File: src/hdl/nsct_pkg.sv
`default_nettype none
package nsct_pkg;

  // Sizes of the tag store and of the word fields
  localparam int ADDR_W   = 32;
  localparam int TAG_W    = 32;
  localparam int CNT_W    = 32;
  localparam int MAX_SETS = 256;
  localparam int MAX_WAYS = 8;
  localparam int SET_W    = $clog2(MAX_SETS);
  localparam int WAY_W    = 3;

  // Configuration register widths
  localparam int OFS_W    = 5;
  localparam int IDX_W    = 4;
  localparam int WAYS_W   = 4;

  // APB side
  localparam int PDATA_W  = 32;
  localparam int PADDR_W  = 4;

  // Largest usable index width (log2 of the number of sets)
  localparam logic [IDX_W-1:0]  MAX_INDEX_BITS = IDX_W'(SET_W);
  localparam logic [WAYS_W-1:0] MAX_WAYS_CFG   = WAYS_W'(MAX_WAYS);

  // Register reset values
  localparam logic [OFS_W-1:0]  OFS_RESET  = OFS_W'(4);
  localparam logic [IDX_W-1:0]  IDX_RESET  = IDX_W'(8);
  localparam logic [WAYS_W-1:0] WAYS_RESET = WAYS_W'(8);

  // Register indexes (byte address / 4)
  typedef enum logic [1:0] {
    REG_OFFSET = 2'd0,
    REG_INDEX  = 2'd1,
    REG_WAYS   = 2'd2
  } reg_idx_t;

  typedef struct packed {
    logic [OFS_W-1:0]  offset_bits;
    logic [IDX_W-1:0]  index_bits;
    logic [WAYS_W-1:0] ways_in_use;
  } cfg_t;

  // One set: per-way valid and NRU bits plus the tags
  typedef struct packed {
    logic [MAX_WAYS-1:0]            valid;
    logic [MAX_WAYS-1:0]            nru;
    logic [MAX_WAYS-1:0][TAG_W-1:0] tags;
  } row_t;

  typedef struct packed {
    logic             en;
    logic [SET_W-1:0] set;
    row_t             row;
  } wr_t;

  typedef struct packed {
    logic             hit;
    logic [WAY_W-1:0] way;
    logic [CNT_W-1:0] miss_total;
  } result_t;

endpackage
`default_nettype wire

File: src/hdl/nsct_cfg.sv
`default_nettype none
module nsct_cfg (
  input  wire logic                          clk,
  input  wire logic                          rst,
  input  wire logic                          psel,
  input  wire logic                          penable,
  input  wire logic                          pwrite,
  input  wire logic [nsct_pkg::PADDR_W-1:0]  paddr,
  input  wire logic [nsct_pkg::PDATA_W-1:0]  pwdata,
  output logic      [nsct_pkg::PDATA_W-1:0]  prdata,
  output logic                               pready,
  output nsct_pkg::cfg_t                     cfg
);
  import nsct_pkg::*;

  logic     wr_en;
  reg_idx_t idx;

  assign pready = 1'b1;
  assign wr_en  = psel && penable && pwrite;
  assign idx    = reg_idx_t'(paddr[PADDR_W-1:2]);

  // Register writes
  always_ff @(posedge clk) begin
    if (rst) begin
      cfg.offset_bits <= OFS_RESET;
      cfg.index_bits  <= IDX_RESET;
      cfg.ways_in_use <= WAYS_RESET;
    end else if (wr_en) begin
      case (idx)
        REG_OFFSET: cfg.offset_bits <= pwdata[OFS_W-1:0];
        REG_INDEX:  cfg.index_bits  <= pwdata[IDX_W-1:0];
        REG_WAYS:   cfg.ways_in_use <= pwdata[WAYS_W-1:0];
        default: ;
      endcase
    end
  end

  // Read back
  always_comb begin
    case (idx)
      REG_OFFSET: prdata = PDATA_W'(cfg.offset_bits);
      REG_INDEX:  prdata = PDATA_W'(cfg.index_bits);
      REG_WAYS:   prdata = PDATA_W'(cfg.ways_in_use);
      default:    prdata = '0;
    endcase
  end

endmodule
`default_nettype wire

File: config.mk
export PLATFORM = sky130hd
export DESIGN_NAME = nsct_cfg
export DESIGN_NICKNAME = d
export VERILOG_FILES = /design/src/hdl/nsct_pkg.sv /design/src/hdl/nsct_cfg.sv
export SDC_FILE = /design/constraint.sdc
export NUM_CORES = 1
export LEC_CHECK = 0
export ABC_AREA = 1
export BUFFER_PORTS_ARGS = -buffer_cell sky130_fd_sc_hd__buf_2
export CAP_MARGIN = 10
export CELL_PAD_IN_SITES_DETAIL_PLACEMENT = 1
export CELL_PAD_IN_SITES_GLOBAL_PLACEMENT = 2
export CORE_MARGIN = 2
export CORE_UTILIZATION = 15
export DETAILED_ROUTE_END_ITERATION = 7
export MAX_ROUTING_LAYER = met4
export PLACE_DENSITY_LB_ADDON = 0.1
export SYNTH_ARGS = -nofsm -noshare
export SYNTH_HDL_FRONTEND = slang
export SYNTH_SLANG_ARGS = --single-unit
File: constraint.sdc
create_clock -name clk -period 0.8 [get_ports clk]
set_input_delay 0.12 -clock clk [delete_from_list [all_inputs] [get_ports clk]]
set_output_delay 0.12 -clock clk [all_outputs]
set_load 0.005 [all_outputs]
* Yosys cells after proc, flatten, opt, wreduce, memory -nomap -nowiden
Cells that the tools add are included.
Word-level totals: latch bits 0, memory bits (writable) 0, memories 0, memory bits (read-only) 0, output and inout bits 46, register bits after elaboration 13, input port bits 41
Operators by class: reduce and logical (&&, ||, !) cells 6, multiplexer cells 1, order comparisons 0, shifts and indexed selects 0, equal/unequal tests 2, divide/modulo/power cells 0, $mul 0, bitwise operators 0, add/subtract/negate cells 0
Operator list (number):
- $pmux W5 S3 | 1
- $reduce_and A2 Y1 | 3
- $eq A2 B1 Y1 const B | 1
- $eq A2 B2 Y1 const B | 1
- $logic_and A1 B1 Y1 | 2
- $logic_not A2 Y1 | 1

* Depth between registers and ports, before layout
depth in word-level cells 3, depth in mapped cells 5

* Least setup slack after synthesis
No wires, ideal clock.
path kind in2reg, start input psel, end register cfg[0] (netlist name), path slack 0.169 ns, stages on the path 5, arrival 0.518 ns, path buffers 0, path through nand2_1 nor2_4 nand3_1 nand2_1 nor2_1
Between the ends: word-level cells in the longest chain between the ends 3
RTL lines:
- start: declaration | line nsct_cfg.sv:5 | input wire logic psel,
- $logic_and A1 B1 Y1 (2 in series) | line nsct_cfg.sv:20 | assign wr_en = psel && penable && pwrite;
- $reduce_and A2 Y1 (no line)
- end: declaration | line nsct_cfg.sv:12 | output nsct_pkg::cfg_t cfg
Every way passes these cells. A chain may end at the register's enable or synchronous reset.

* Final worst setup path
start register cfg[9] (netlist name), end output prdata[1] (netlist name)
Between the ends: word-level cells in the longest chain between the ends 1
RTL lines:
- $pmux W5 S3 | line nsct_cfg.sv:41 | case (idx)
- end: declaration | line nsct_cfg.sv:10 | output logic [nsct_pkg::PDATA_W-1:0] prdata,
Every way passes these cells.

==> metrics.md <==
| Metric | Value |
|---|---|
| CTS Hold Bufs | `0` |
| Clock Pin Slew Worst Setup and Hold Paths | `0.06 ns` |
| Ant. Diodes | `0` |
| Crit Path Max Fanout | `2` |
| FF+latch area | `277 um2` |
| Clock buffer depth | `2` |
| Share of layout cells above drive strength 1 | `50.0%` |
| IO Pins | `87` |
| Average cell area after synthesis | `6.63 um2` |
| Avg WL per Cell | `11.1 um` |
| Drc violations | `0` |
| DR pass1 iterations | `4` |
| Initial Util | `15.7%` |
| Half-perimeter wire length after placement | `2.18 mm` |
| # Max-Cap Violations | `0` |
| Area Growth Syn to Fin | `52.1%` |
| Synthesized area | `875 um2` |
| Worst-path cell chain | `nand2_1 > nand3_2 > buf_2` |
| Total negative slack | `-1.66 ns` |
| Via density | `3.57` |
| Leak | `0.670 nW` |
| Mapped Cells | `132` |
| Arr. time, crit path | `0.84 ns` |
| Setup CP Type | `reg -> out` |
| Hold Path Class | `in -> reg` |
| Number of global-route vias before repair | `888` |
| Tot GR Track Use | `8.94%` |
| Fin. Hold Viols | `0` |
| PD cells | `1210 nW/um2` |
| Final min period | `0.956 ns` |
| Critical Path RT | `0.68 ns` |
| Worst setup EP type | `output port` |
| Chip width | `80.4 um` |
| Die Y | `80.4 um` |
| Failing checks | `setup timing` |
| Fin crit share | `120%` |
| Pre-CTS setup slack | `-0.124 ns` |
| Util after Layout | `23.9%` |
| Synth warn | `0` |
| Power consumption | `1.61 mW` |
| Final Max Slew Viols | `0` |
| CTS tree | `built` |
| Post-Route WL | `2.77 mm` |
| First-pass GRT wire length | `4.24 mm` |
| Final WS setup | `-0.156 ns` |
| Synth unique cells | `12` |
| Nets | `220` |
| Slowest CP cell | `dfxtp_2` |
| DR vias | `893` |
| Sink Count | `13` |
| Peak supply drop | `0.585 mV` |
| #FFs+latches synth | `13` |
| Num CTS Buffers | `3` |
| Outcome | `finished, violations left` |
| Multi-input logic area | `519 um2` |
| Max reg flops | `13` |
| Grt ovf | `0` |
| Core Footprint | `5570 um2` |
| Maximum clock frequency | `1.05 GHz` |
| Initial antenna violation count | `0` |
| CTS Root Cell | `clkbuf_8` |
| H-tree level count | `1` |
| Final GP Congestion | `0.733` |
| Die area | `6460 um2` |
| Unrepaired setup endpoints after global routing | `yes` |
| Slowest stage delay, CP | `0.32 ns` |
| Drt initial violations | `16` |
| Sequential-to-total area share from yosys stat | `29.8%` |
| Largest net degree at the start of global routing | `14` |
| Fill count | `693` |
| Buffers on Ports | `29` |
| Detail Route Antenna Nets | `0` |
| Worst skew pair latency | `0.24 ns` |
| Setup Skew | `0 ns` |
| # rows | `27` |
| Worst setup SP type | `register` |
| Final setup fails | `20` |
| Largest register by flop count | `cfg` |
| Top Registers | `cfg (13)` |
[cell families (layout without fill, tap and decap cells)]
family	after synthesis	after routing	synth area share, %
AOI/OAI and AO/OA	3	3	1.72
other	2	28	0.859
buffers and inverters	39	59	29.2
and+or+nand+nor	75	75	38.5
DFF	13	13	29.8
[power breakdown]
| part | switching [mW] | internal [mW] |
|---|---|---|
| registers | 0.0114 | 0.664 |
| logic | 0.180 | 0.128 |
| clock network | 0.273 | 0.353 |
| total | 0.464 | 1.14 |
[metrics by stage]
step | instance area, um2 | hold slack [ns] | std cells
floorplan | 972 | 0.246 | 158
global placement | 1060 | 0.376 | 238
detailed placement | 1060 | 0.386 | 238
CTS | 1240 | 0.121 | 246
global route | 1330 | 0.132 | 250
finish | 1330 | 0.124 | 250
[Yosys cell counts]
cell type,count,area (um2)
buf_4,29,218
nor2_4,2,22.5
nand3_2,1,10.0
inv_1,8,30.0
dfxtp_1,13,260
conb_1,2,7.51
nand2_1,29,109
nor2_1,21,78.8
o21ai_0,3,15.0
inv_2,2,7.51
nand3_1,17,85.1
nor2_2,5,31.3
[what timing repair did]
action                                 in CTS  in global routing
gates resized for setup                    32                 18
setup endpoints to repair                  18                 20
pin swaps                                   6                  9
setup buffers                               4                  4
endpoints found under the hold margin       0                  0
gates cloned                                0                  0
[area by class of cell]
| class | count | share of cell area (%) |
|---|---|---|
| Clock buffer | 4 | 3.39 |
| Inverter | 10 | 2.82 |
| Timing Repair Buffer | 45 | 27.2 |
| Multi-Input combinational cell | 106 | 39.0 |
| Sequential cell | 13 | 20.8 |
| Tap cell | 72 | 6.77 |
[worst max-delay path, delay by kind of cell, from the launching register on]
family / cells / cell delay (ns)
DFF: 1 / 0.32
and+or+nand+nor: 2 / 0.15
buffers and inverters: 1 / 0.12
[per-layer routing]
layer / global-route usage (%) / vias to the layer above / part of all wire (%)
met5: - / - / 0
met4: 2.54 / 0 / 1.1
met3: 2.13 / 2 / 6.2
met2: 16.3 / 37 / 51
met1: 9.66 / 411 / 42
li1: - / 443 / -
[final timing paths]
| check | slack (ns) | cells past startpoint | end | startpoint |
|---|---|---|---|---|
| worst max-delay path | -0.16 | 3 | prdata[1] | cfg[9] |
| worst min-delay path | 0.12 | 3 | cfg[10] | pwdata[2] |
| worst max register to register | -0.04 | 4 | cfg[10] | cfg[10] |
| worst min register to register | 0.50 | 2 | cfg[6] | cfg[6] |
[layout by cell type, fill, tap and decap left out, drive strengths merged]
cell	synthesis	routed
dfxtp	13	13
nor2	28	28
nand3	18	18
clkbuf	0	4
conb	2	28
buf	29	45
o21ai	3	3
nand2	29	29
inv	10	10
No activity file was read; power rests on OpenSTA's default activity.
